## config.mk

```make
export PLATFORM = sky130hd
export DESIGN_NAME = lae_ram
export DESIGN_NICKNAME = d
export VERILOG_FILES = /design/src/hdl/lae_ram.sv
export SDC_FILE = /design/constraint.sdc
export NUM_CORES = 2
export LEC_CHECK = 0
export BUFFER_PORTS_ARGS = -buffer_cell sky130_fd_sc_hd__buf_2
export CAP_MARGIN = 20
export CORE_MARGIN = 4
export CORE_UTILIZATION = 40
export DETAILED_ROUTE_END_ITERATION = 10
export HOLD_SLACK_MARGIN = 0.03
export SYNTH_ARGS = -nofsm -noshare
export SYNTH_HDL_FRONTEND = slang
export SYNTH_SLANG_ARGS = --single-unit
export TNS_END_PERCENT = 50
```

## constraint.sdc

```tcl
create_clock -name clk -period 5.05 [get_ports clk]
set_input_delay 1.01 -clock clk [delete_from_list [all_inputs] [get_ports clk]]
set_output_delay 1.01 -clock clk [all_outputs]
set_load 0.005 [all_outputs]
```

## src/hdl/lae_ram.sv

```systemverilog
// Generic single-write, single-read RAM with registered read data.
// No dependencies.
module lae_ram #(
	parameter int unsigned WIDTH = 32,
	parameter int unsigned DEPTH = 64,
	localparam int unsigned AW = (DEPTH > 1) ? $clog2(DEPTH) : 1
) (
	input  logic             clk,
	input  logic             we,
	input  logic [AW-1:0]    waddr,
	input  logic [WIDTH-1:0] wdata,
	input  logic             re,
	input  logic [AW-1:0]    raddr,
	output logic [WIDTH-1:0] rdata
);

	logic [WIDTH-1:0] mem_q [DEPTH];
	logic [WIDTH-1:0] rdata_q;

	always_ff @(posedge clk) begin
		if (we) begin
			mem_q[waddr] <= wdata;
		end
		if (re) begin
			rdata_q <= mem_q[raddr];
		end
	end

	assign rdata = rdata_q;

endmodule

```

**Word-level counts from Yosys, hierarchy flattened**

Memory sizes are Yosys's and may differ from the RTL's. A register that Yosys moved wholly into a read port is not among the register bits.
Index checks and enable logic that the tools add are counted.

- Register bits: 0
- Bits in writable memories: 2048
- Bits of input ports: 47
- Output and inout bits: 32
- Word-level logic and storage cells: 3
- Memories kept: 1

- Multiplexer cells: 2

Memories:

| memory | depth | width | rd ports | clocked after Yosys merged registers in | write ports | line | text |
|---|---|---|---|---|---|---|---|
| mem_q | 64 | 32 | 1 | 1 | 1 | 17 | `logic [WIDTH-1:0] mem_q [DEPTH];` |

Operators with widths:

| operator | number |
|---|---|
| 2-to-1 mux 1 bit | 2 |

**Logic depth before layout (Yosys ltp)**

- Depth in word-level cells: 2
- Gate-level depth with buffers: 10

**Least setup slack after synthesis**

Ideal clock, no wire load.

- Path kind: input-to-reg
- From: input port waddr[3]
- To: memory mem_q[48][0], enable pin
- Arrival time: 3709 ps
- Slack: 880 ps
- Cell stages on the path: 4
- Path buffers: 1
- Path through: clkbuf_1 -> nor2b_1 -> nand4b_1 -> nor3_1

RTL lines:

| item | line | text |
|---|---|---|
| from (decl) | 10 | `input logic [AW-1:0] waddr,` |
| to (decl) | 17 |  |

No word-level cell before the write port.

==> key figures <==
Floorplanning
  – IO Pins: 79
  – Die H: 451.9 um
  – Die width: 451.9 um
  – Die area: 204300 um^2
  – Core area: 195400 um^2
  – Initial core utilization: 0.4035
  – Row cnt: 162

STA
  – Final Hold Viols: 0
  – Min cycle time layout: 3.509 ns
  – Slew HR: 0.2797
  – Setup TNS: 0 ns
  – Ratio of final minimum period to clock period: 0.6949
  – Endpoints failing setup: 0
  – Fmax: 285.0 MHz
  – Final Skew: 0.04501 ns
  – Slew Limit Fails: 0
  – Slew @ Worst Pin: 1.080 ns
  – RSZ-0062 raised after global routing: no

Final layout
  – Design area: 90310 um^2
  – Area grow syn2layout: 14.55%
  – Share of layout cells above drive strength 1: 0.3049
  – Layout Utilization: 0.4622
  – Layout Nets: 3665

Detailed routing
  – Via density: 5.762
  – Drt pass-1 iters: 5
  – Via count: 36941
  – Routed wire per std cell: 32.59 um
  – # DRC: 0
  – Met3 WL: 19.45 mm
  – Drt initial violations: 4614
  – Final wirelength: 208.9 mm
  – Post-route ant nets: 0
  – Routed wl met2: 100.4 mm
  – Max layer used: met5
  – Met1 WL: 81.10 mm

Pwr
  – Worst VDD drop: 0.0003697 V
  – Register share of total power: 0.539
  – Internal: 0.02805 W
  – Comb power frac: 0.052
  – Clock power share: 0.409
  – PwrDens: 395.2 nW/um^2
  – Leak Pwr: 27.92 nW
  – Net Sw Power: 0.007644 W
  – Pwr Total: 0.03569 W
  – Net Sw Frac: 0.2142

GRT
  – Initial antenna violation count: 31
  – GR Util All Layers: 0.2044
  – First-pass GRT wire length: 292.0 mm
  – Vias in the first global route: 37239
  – Pin count of the biggest net entering global routing: 65
  – Total gr overflow: 0

Critical path
  – Crit path max fanout: 41
  – Critical Path Source Type: input port
  – Crit path capture type: flip-flop
  – Worst Path Required: 5.58 ns
  – Type of the worst setup path: in2reg
  – Critical Path AT: 4.04 ns

Place
  – Cell area after placement: 83920 um^2
  – Global placement routability congestion: 0.7828
  – Dpl hpwl: 118.2 mm
  – Buffers on Ports: 78

Clock tree
  – Htree depth: 4
  – # hold bufs at CTS: 0
  – CTS tree: yes
  – Clk slew on worst S/H paths: 0.06 ns
  – Post-CTS setup buffer count: 0
  – Number of CTS-inserted buffers: 201
  – Worst skew pair latency: 0.83 ns
  – PostCTS Resize Cnt: 0
  – Clock sinks: 2080
  – Clock Root Buffer: clkbuf_16
  – Clock buffer depth: 3

Logic synthesis
  – Syn Area/Cell: 23.72 um^2
  – Synth top area share: 0.7923
  – Flop and latch count out of synthesis: 2080
  – Cell Area, Synth: 78840 um^2
  – Unique cell type count in the Yosys netlist: 33
  – Ys async rst share: 0
  – Cells after Synth: 3324
  – Top-count cell post-synth: edfxtp_1
  – Dominant synthesized flop cell: edfxtp_1
  – Warnings, synthesis: 0
  – Cell taking the most area after synthesis: edfxtp_1
  – Synth top area cells: edfxtp_1 (79%), mux4_2 (16%), mux2i_1 (1.2%), o22ai_1 (0.67%), nor2_1 (0.65%)
  – Post-synth top cells: edfxtp_1 (2080), mux4_2 (544), nor2_1 (137), mux2i_1 (93), o22ai_1 (84)
  – Post-synthesis net count: 3371
  – Sequential area share after synthesis: 0.7923
  – Number of synthesized flops with an enable pin: 2080

Run status
  – Status: complete, no violations

Job
  – Max Cap Violations: 0

Hold path
  – Worst Hold Class: in2reg
area by class of cell:
type	instances	area, um^2
diodes	12	30.03
multi-input cells	1062	15970
fillers	16039	105100
clock buffers	243	5230
well taps	2624	3283
flip-flops and latches	2080	62460
clock inverters	117	1084
repair buffers	273	2253
placed cells by master (no fill, tap or decap), types with 26 or more instances in the layout:
master     instances
a21oi_1           62
buf_12            29
buf_2             74
buf_4            166
clkbuf_1          40
clkbuf_16        203
clkinv_1          56
clkinv_2          30
edfxtp_1        2080
mux2i_1           93
mux4_2           544
nand2_1           26
nor2_1            75
nor2_4            62
o221ai_1          27
o22ai_1           84
worst paths after layout:
kind                      startpoint                       to  slack, ns  cells after the start
max reg2reg  mem_q[53][14]$_DFFE_PP_      rdata[14]$_DFFE_PP_       2.57                      4
min reg2reg  mem_q[28][17]$_DFFE_PP_      rdata[17]$_DFFE_PP_       0.85                      4
min                        wdata[12]  mem_q[20][12]$_DFFE_PP_       0.43                      1
max                         raddr[1]       rdata[8]$_DFFE_PP_       1.54                      7
logic make-up (layout without fill, tap and decap cells):
logic type | Yosys count | after routing | share of synthesized area
flip-flops | 2080 | 2080 | 0.7923
multiplexers | 637 | 637 | 0.1672
AND/OR/NAND/NOR | 223 | 223 | 0.01260
AO/OA/AOI/OAI | 202 | 202 | 0.01666
buffers and inverters | 182 | 633 | 0.01124
other | 0 | 12 | 0
flip-flops by register name (all words and copies together), names as in the netlist:
register  flops
mem_q      2048
rdata        32
per-layer routing:
layer	up-vias	track usage
li1	14912	-
met1	19989	0.2773
met2	1690	0.3225
met3	342	0.05038
met4	8	0.07665
met5	-	0
stage by stage:
stage	hold WS, ns	std cells	setup slack [ns]
global route	0.3930	6404	1.460
global placement	0.8137	6036	0.7300
finish	0.4255	6411	1.541
detailed placement	0.8163	6037	0.7245
CTS	0.3572	6397	1.621
floorplan	0.7502	3324	0.8802
critical path, stage by stage:
cell and delay [ns]:
buf_8 0.39, buf_4 0.51, nor2b_1 0.70, a22oi_1 0.18, and3_1 0.24, o32ai_1 0.80
nor3_1 0.08
power groups by stage:
stage	Sequential (W)	Clock, W	Combinational, W
2_1_floorplan	0.0195	0	0.000930
3_3_place_gp	0.0196	0	0.00185
3_5_place_dp	0.0196	0	0.00187
4_1_cts	0.0192	0.0149	0.00187
5_1_grt	0.0192	0.0156	0.00195
6_report	0.0192	0.0146	0.00185
Note: power is estimated with default switching activity, not from simulation.
