[config.mk]
export PLATFORM = sky130hd
export DESIGN_NAME = lae_serdiv
export DESIGN_NICKNAME = d
export VERILOG_FILES = /design/src/hdl/lae_pkg.sv /design/src/hdl/lae_serdiv.sv
export SDC_FILE = /design/constraint.sdc
export NUM_CORES = 1
export LEC_CHECK = 0
export BUFFER_PORTS_ARGS = -buffer_cell sky130_fd_sc_hd__buf_2
export CORE_UTILIZATION = 40
export CTS_BUF_LIST = sky130_fd_sc_hd__clkbuf_8
export CTS_CLUSTER_DIAMETER = 150
export DETAILED_ROUTE_END_ITERATION = 8
export HOLD_SLACK_MARGIN = 0.12
export SLEW_MARGIN = 15
export SYNTH_ARGS = -nofsm -noshare
export SYNTH_HDL_FRONTEND = slang
export SYNTH_SLANG_ARGS = --single-unit
[constraint.sdc]
create_clock -name clk -period 2.4 [get_ports clk]
set_input_delay 0.48 -clock clk [delete_from_list [all_inputs] [get_ports clk]]
set_output_delay 0.48 -clock clk [all_outputs]
set_load 0.03 [all_outputs]
[src/hdl/lae_pkg.sv]
// Package for the latency average extrapolator: beat types, divider control
// structs and fixed constants. No dependencies.
package lae_pkg;

	localparam int unsigned LAT_W  = 32;   // latency and average width
	localparam int unsigned TS_W   = 64;   // timestamp width
	localparam int unsigned POS_W  = 32;   // Q16.16 position / velocity
	localparam int unsigned DQ_W   = 64;   // divider dividend/quotient register
	localparam int unsigned DIV_W  = 30;   // divisor/remainder width (1e9 < 2^30)
	localparam int unsigned STEP_W = 7;    // divider step counter, holds DQ_W

	localparam logic [DIV_W-1:0] NS_PER_SEC      = 30'd1000000000;
	localparam logic [LAT_W-1:0] DEFAULT_LAT_RST = 32'd50000000;

	localparam logic MODE_LOG     = 1'b0;
	localparam logic MODE_PREDICT = 1'b1;

	typedef struct packed {
		logic                    mode;
		logic [TS_W-1:0]         capture_ts;
		logic [TS_W-1:0]         arrival_ts;
		logic signed [POS_W-1:0] position_now;
		logic signed [POS_W-1:0] velocity;
	} item_t;

	typedef struct packed {
		logic [LAT_W-1:0]        average_latency_ns;
		logic signed [POS_W-1:0] predicted_position;
	} result_t;

	typedef struct packed {
		logic              start;
		logic [STEP_W-1:0] steps;
	} div_req_t;

	typedef struct packed {
		logic busy;
		logic done;
	} div_sts_t;

endpackage

[src/hdl/lae_serdiv.sv]
// Radix-2 restoring divider, one quotient bit per cycle, dividend left aligned.
// Depends on lae_pkg.
module lae_serdiv (
	input  logic                         clk,
	input  logic                         arst_n,
	input  lae_pkg::div_req_t            req,
	input  logic [lae_pkg::DQ_W-1:0]     dividend,
	input  logic [lae_pkg::DIV_W-1:0]    divisor,
	output lae_pkg::div_sts_t            sts,
	output logic [lae_pkg::DQ_W-1:0]     quotient
);
	import lae_pkg::*;

	logic [DIV_W-1:0]  rem_q;
	logic [DQ_W-1:0]   dq_q;
	logic [DIV_W-1:0]  div_q;
	logic [STEP_W-1:0] cnt_q;
	logic              busy_q;
	logic              done_q;

	logic [DIV_W:0]    trial;
	logic [DIV_W:0]    diff;
	logic              ge;
	logic [DIV_W-1:0]  rem_nxt;

	// remainder stays below the divisor, so trial < 2*divisor
	always_comb begin
		trial   = {rem_q, dq_q[DQ_W-1]};
		diff    = trial - {1'b0, div_q};
		ge      = trial >= {1'b0, div_q};
		rem_nxt = ge ? diff[DIV_W-1:0] : trial[DIV_W-1:0];
	end

	always_ff @(posedge clk or negedge arst_n) begin
		if (!arst_n) begin
			cnt_q  <= '0;
			busy_q <= 1'b0;
			done_q <= 1'b0;
		end else if (req.start) begin
			cnt_q  <= req.steps;
			busy_q <= 1'b1;
			done_q <= 1'b0;
		end else if (busy_q) begin
			cnt_q <= cnt_q - STEP_W'(1);
			if (cnt_q == STEP_W'(1)) begin
				busy_q <= 1'b0;
				done_q <= 1'b1;
			end
		end else begin
			done_q <= 1'b0;
		end
	end

	always_ff @(posedge clk) begin
		if (req.start) begin
			rem_q <= '0;
			dq_q  <= dividend;
			div_q <= divisor;
		end else if (busy_q) begin
			rem_q <= rem_nxt;
			dq_q  <= {dq_q[DQ_W-2:0], ge};
		end
	end

	assign sts.busy = busy_q;
	assign sts.done = done_q;
	assign quotient = dq_q;

endmodule

# After elaboration in Yosys (flattened, before gate mapping)
# Cells that the tools add are included.
[totals] regBits=133 wordCells=23 inputBits=104 output_inout_bits=66
[op_classes] eq_ne=2 magnitude_cmp=1 add_sub_neg=2 n_reduce_logical=1 n_mux=11
[ops] cell="$mux W64" count=2
[ops] cell="$ge A31 B30 Y1" count=1
[ops] cell="$mux W30" count=1
[ops] cell="$sub A30 B30 Y30" count=1
[ops] cell="$mux W7" count=2
[ops] cell="$eq A7 B1 Y1 const B" count=1
[ops] cell="$sub A7 B1 Y7 const B" count=1
[ops] cell="$mux W1" count=6
[ops] cell="$ne A3 B2 Y1 const B" count=1
[ops] cell="$reduce_bool A2 Y1" count=1

# Depth between registers and ports, before layout
[logic_depth] depth_word=4 depth_mapped=13 depth_no_buf=12

# Worst setup path before layout
# No wires, ideal clock.
[synth_path] kind="reg-to-reg" startpoint="register dq_q[63], in the netlist quotient[63]" endpoint="register rem_q[16]" stages_incl_launch_ff=13 period_less_slack_ns=2.888 path_buffers=0 setup_time_ns=0.131 arrival_ns=2.757 setup_slack_ns=-0.488 required_ns=2.269 path_cell_list="edfxtp_1 -> inv_1 -> ha_1 -> inv_1 -> fa_1 -> a21o_1 -> a221oi_1 -> o211a_1 -> o21ai_0 -> a21o_1 -> a21oi_1 -> xor2_1 -> o31ai_1"
[synth_between] elab_chain_len=2
[synth_lines] item="start, declared" line="lae_serdiv.sv:15" text="logic [DQ_W-1:0] dq_q;"
[synth_lines] item="start signal, assigned" line="lae_serdiv.sv:57" text="dq_q <= dividend;"
[synth_lines] item="start signal, assigned" line="lae_serdiv.sv:61" text="dq_q <= {dq_q[DQ_W-2:0], ge};"
[synth_lines] item="$sub A30 B30 Y30 / $ge A31 B30 Y1 (equally long branches)" line="lae_serdiv.sv:29, lae_serdiv.sv:30"
[synth_lines] item="$mux W30 *" line="lae_serdiv.sv:31" text="rem_nxt = ge ? diff[DIV_W-1:0] : trial[DIV_W-1:0];"
[synth_lines] item="end signal, assigned" line="lae_serdiv.sv:60" text="rem_q <= rem_nxt;"
[synth_lines] item="end, declared" line="lae_serdiv.sv:14" text="logic [DIV_W-1:0] rem_q;"
# Mark *: on every way between the ends. The rest lies on a longest branch, timed or not.
# A chain may end at the register's enable or synchronous reset.

# Final worst setup path
[layout_path] startpoint="register dq_q[63], in the netlist quotient[63]" endpoint="register rem_q[22]"
# The elaborated chain is that of the path after synthesis.

==> flow_metrics.env <==
export IMPL_rows=48
export IMPL_antenna_left=0
export IMPL_antenna_violations_before_repair=0
export IMPL_synth_avg_cell_area_um2=11.48
export IMPL_clock_sinks=133
export IMPL_synth_nets=759
export IMPL_beginning_of_the_critical_path="quotient[63]$_DFFE_PP_"
export IMPL_most_common_library_cells_after_synthesis="sky130_fd_sc_hd__edfxtp_1, sky130_fd_sc_hd__mux2_2, sky130_fd_sc_hd__inv_1"
export IMPL_globalRoute_totalOverflow=0
export IMPL_p_leak_nw=4.402
export IMPL_synth_largest_type_area_fraction_pct=39.60
export IMPL_n_antenna_cell=0
export IMPL_slew_headroom_pct=45.64
export IMPL_arrival_ns=2.94
export IMPL_synth_area_leader_cell="sky130_fd_sc_hd__edfxtp_1"
export IMPL_fin_skew_ns=0.01906
export IMPL_final_nets=1021
export IMPL_rsz_0062_raised_after_global_routing="yes"
export IMPL_crit_type="flop to flop"
export IMPL_holdCritPathClass="input pin to flop"
export IMPL_gr_usage_all_layers_pct=20.96
export IMPL_post_synth_inst_count=621
export IMPL_required_ns=2.71
export IMPL_worst_path_max_fanout=5
export IMPL_io_pins=170
export IMPL_finalPower_mw=7.365
export IMPL_critPathLaunchType="flop"
export IMPL_cts_tree="yes"
export IMPL_dieHeight_um=135.5
export IMPL_core_area_mm2=0.01736
export IMPL_number_of_enable_flip_flop_cells_after_synthesis=94
export IMPL_final_gp_congestion=0.8315
export IMPL_largest_net_degree_at_the_start_of_global_routing=65
export IMPL_placement_io_buffers=169
export IMPL_cts_htree_levels=4
export IMPL_dieArea_mm2=0.01836
export IMPL_clockRootBuffer="sky130_fd_sc_hd__clkbuf_8"
export IMPL_critical_path_endpoint_type="flop"
export IMPL_die_w_um=135.5
export IMPL_routed_wire_length_per_instance_um=16.63
export IMPL_ys_top_cells_by_area="sky130_fd_sc_hd__edfxtp_1, sky130_fd_sc_hd__mux2_2, sky130_fd_sc_hd__dfxtp_1"
export IMPL_p_int_mw=4.861
export IMPL_number_of_drc_violations_after_detailed_routing_iteration_0=299
export IMPL_synth_async_reset_ratio_pct=6.767
export IMPL_power_share_clock_pct=25.8
export IMPL_max_vdd_ir_drop_mv=0.4432
export IMPL_viasPerCell=5.161
export IMPL_detailed_place_hpwl_mm=12.71
export IMPL_min_from="divisor[16]"
export IMPL_outcome="finished with violations"
export IMPL_synth_most_common_cell="sky130_fd_sc_hd__edfxtp_1"
export IMPL_drc=0
export IMPL_setup_violations_final=31
export IMPL_pwr_share_seq_pct=39.7
export IMPL_fin_worst_hold_slack_ns=0.1972
export IMPL_sw_frac_of_total_pct=34.00
export IMPL_violations_in_the_final_reports="setup timing"
export IMPL_vias=5785
export IMPL_timing_rr_start="quotient[63]$_DFFE_PP_"
export IMPL_number_of_buffers_on_the_longest_clock_path=2
export IMPL_pwr_share_comb_pct=34.5
export IMPL_drive_above_1_share_pct=50.33
export IMPL_cell_area_synth_mm2=0.007128
export IMPL_drv_slew=0
export IMPL_drt_wl_total_mm=18.64
export IMPL_grt_first_pass_wirelength_mm=29.64
export IMPL_post_synth_num_cell_types=58
export IMPL_timing_final_crit_share_pct=109.6
export IMPL_final_hold_fails=0
export IMPL_ys_ff_latch=133
export IMPL_predominant_post_synthesis_flop_cell="sky130_fd_sc_hd__edfxtp_1"
export IMPL_pwr_density_cell_mw_per_mm2=738.4
export IMPL_worst_skew_pair_late_latency_ns=0.45
export IMPL_timing_final_ws_setup_ns=-0.2294
export IMPL_timing_final_crit_period_ns=2.629
export IMPL_number_of_global_route_vias_before_repair=6086
export IMPL_tritoncts_buffers=17
export IMPL_worst_pin_slew_ns=0.8154
export IMPL_net_switching_power_mw=2.504
export IMPL_layout_filler_cells=1486
export IMPL_synth_seq_area_share_pct=51.18
export IMPL_dr_pass1_iters=7
export IMPL_clkSlewWorstSetupHoldPaths_ns=0.09
export IMPL_cap_violations=0
export IMPL_area_growth_syn_to_layout_pct=39.93
export IMPL_initial_utilization_pct=41.07
export IMPL_ys_warn_count=0
export IMPL_max_freq_ghz=0.3803
==> critical path: stages (launching register included) <==
cell	delay, ns
sky130_fd_sc_hd__edfxtp_1	0.42
sky130_fd_sc_hd__inv_2	0.10
sky130_fd_sc_hd__ha_4	0.13
sky130_fd_sc_hd__inv_2	0.04
sky130_fd_sc_hd__fa_2	0.35
sky130_fd_sc_hd__a21o_1	0.20
sky130_fd_sc_hd__a221oi_4	0.33
sky130_fd_sc_hd__o211a_4	0.24
sky130_fd_sc_hd__o31a_1	0.20
sky130_fd_sc_hd__o21bai_1	0.10
sky130_fd_sc_hd__xor2_1	0.15
sky130_fd_sc_hd__mux2i_1	0.13
sky130_fd_sc_hd__a211oi_1	0.08
==> layer usage <==
metal	share of wire [%]	wire length, um	up-vias	track usage (%)
li1	-	-	2817	-
met1	42	7792	2754	24.42
met2	49	9196	181	35.78
met3	6.7	1257	33	7.146
met4	2.1	393	0	7.241
met5	0	0	-	0
==> flip-flops by register name (all words and copies together) (netlist names) <==
register	flops
rem_q	30
cnt_q	7
div_q	30
done_q	1
quotient	64
busy_q	1
==> placed cells by master (no fill, tap or decap), types with 5 or more instances in the layout <==
cell / count
sky130_fd_sc_hd__xnor2_1: 19
sky130_fd_sc_hd__inv_6: 5
sky130_fd_sc_hd__buf_2: 168
sky130_fd_sc_hd__ha_4: 18
sky130_fd_sc_hd__or3_1: 8
sky130_fd_sc_hd__inv_8: 5
sky130_fd_sc_hd__o21bai_1: 7
sky130_fd_sc_hd__xor2_1: 11
sky130_fd_sc_hd__nand3_2: 5
sky130_fd_sc_hd__nand2_1: 41
sky130_fd_sc_hd__a21o_1: 15
sky130_fd_sc_hd__a211oi_1: 10
sky130_fd_sc_hd__inv_2: 8
sky130_fd_sc_hd__buf_4: 94
sky130_fd_sc_hd__clkbuf_8: 17
sky130_fd_sc_hd__nor2_1: 28
sky130_fd_sc_hd__dfrtp_1: 9
sky130_fd_sc_hd__nand3_1: 22
sky130_fd_sc_hd__a21oi_2: 7
sky130_fd_sc_hd__a21oi_1: 22
sky130_fd_sc_hd__ha_1: 14
sky130_fd_sc_hd__nand2b_1: 5
sky130_fd_sc_hd__mux2_2: 63
sky130_fd_sc_hd__mux2i_1: 11
sky130_fd_sc_hd__inv_1: 34
sky130_fd_sc_hd__o211ai_1: 5
sky130_fd_sc_hd__dfxtp_1: 29
sky130_fd_sc_hd__o21ai_0: 12
sky130_fd_sc_hd__edfxtp_1: 94
==> through the flow <==
| step | setup TNS (ns) | utilization (%) | setup WS [ns] | area, um2 | instances |
|---|---|---|---|---|---|
| floorplan | -1.859 | - | -0.2942 | 7187 | 621 |
| global route | -7.595 | 57.47 | -0.3390 | 9975 | 1121 |
| detailed placement | -5.442 | 50.87 | -0.2987 | 8830 | 1071 |
| global placement | -3.798 | 50.87 | -0.2000 | 8830 | 1071 |
| finish | -4.390 | 57.47 | -0.2294 | 9975 | 1121 |
| CTS | -6.070 | 55.84 | -0.2875 | 9692 | 1115 |
==> logic make-up (layout without fill, tap and decap cells) <==
kind of cell | count (synthesis) | after routing | share of synthesized area (%)
DFF | 133 | 133 | 51.18
muxes | 77 | 77 | 11.92
buffers and inverters | 76 | 351 | 4.493
adders and majority gates | 34 | 34 | 6.073
AOI/OAI and AO/OA | 125 | 125 | 12.27
xor gates and xnor gates | 32 | 32 | 3.932
and+or+nand+nor | 144 | 144 | 10.13
==> power by group through the flow <==
stage / Combinational [mW] / Clock [mW] / Sequential [mW]
6_report: 2.54 / 1.90 / 2.92
5_1_grt: 2.73 / 2.04 / 2.96
4_1_cts: 2.36 / 1.96 / 2.92
3_5_place_dp: 2.10 / 0 / 2.94
3_3_place_gp: 2.07 / 0 / 2.94
2_1_floorplan: 1.06 / 0 / 3.19
==> layout make-up <==
cell class                 count  area, um2  area share (%)
clock inverter                15      156.4           1.568
tap                          225      281.5           2.822
clock buffer                  17      234.0           2.346
sequential                   133       3650           36.59
multi-input combinational    412       3681           36.90
inverter                      43      165.2           1.656
timing repair buffer         276       1807           18.11
==> what timing repair did <==
action | CTS | global route
setup buffers | 9 | 6
gates resized for setup | 46 | 44
pin swaps | 44 | 35
endpoints found under the hold margin | 9 | 0
setup endpoints to repair | 31 | 31
hold buffers | 1 | 0
cloned | 4 | 2
==> worst paths after layout <==
path,endpoint,slack (ns),depth (start not counted)
hold reg to reg,rem_q[27]$_SDFFE_PP0P_,0.51,2
min in group asynchronous,cnt_q[2]$_DFFE_PN0P_,0.40,2
setup reg to reg,rem_q[22]$_SDFFE_PP0P_,-0.23,12
max in group asynchronous,cnt_q[4]$_DFFE_PN0P_,1.82,2
setup / recovery,rem_q[22]$_SDFFE_PP0P_,-0.23,12
hold / removal,div_q[16]$_DFFE_PP_,0.20,1
Note: power is estimated with default switching activity, not from simulation.
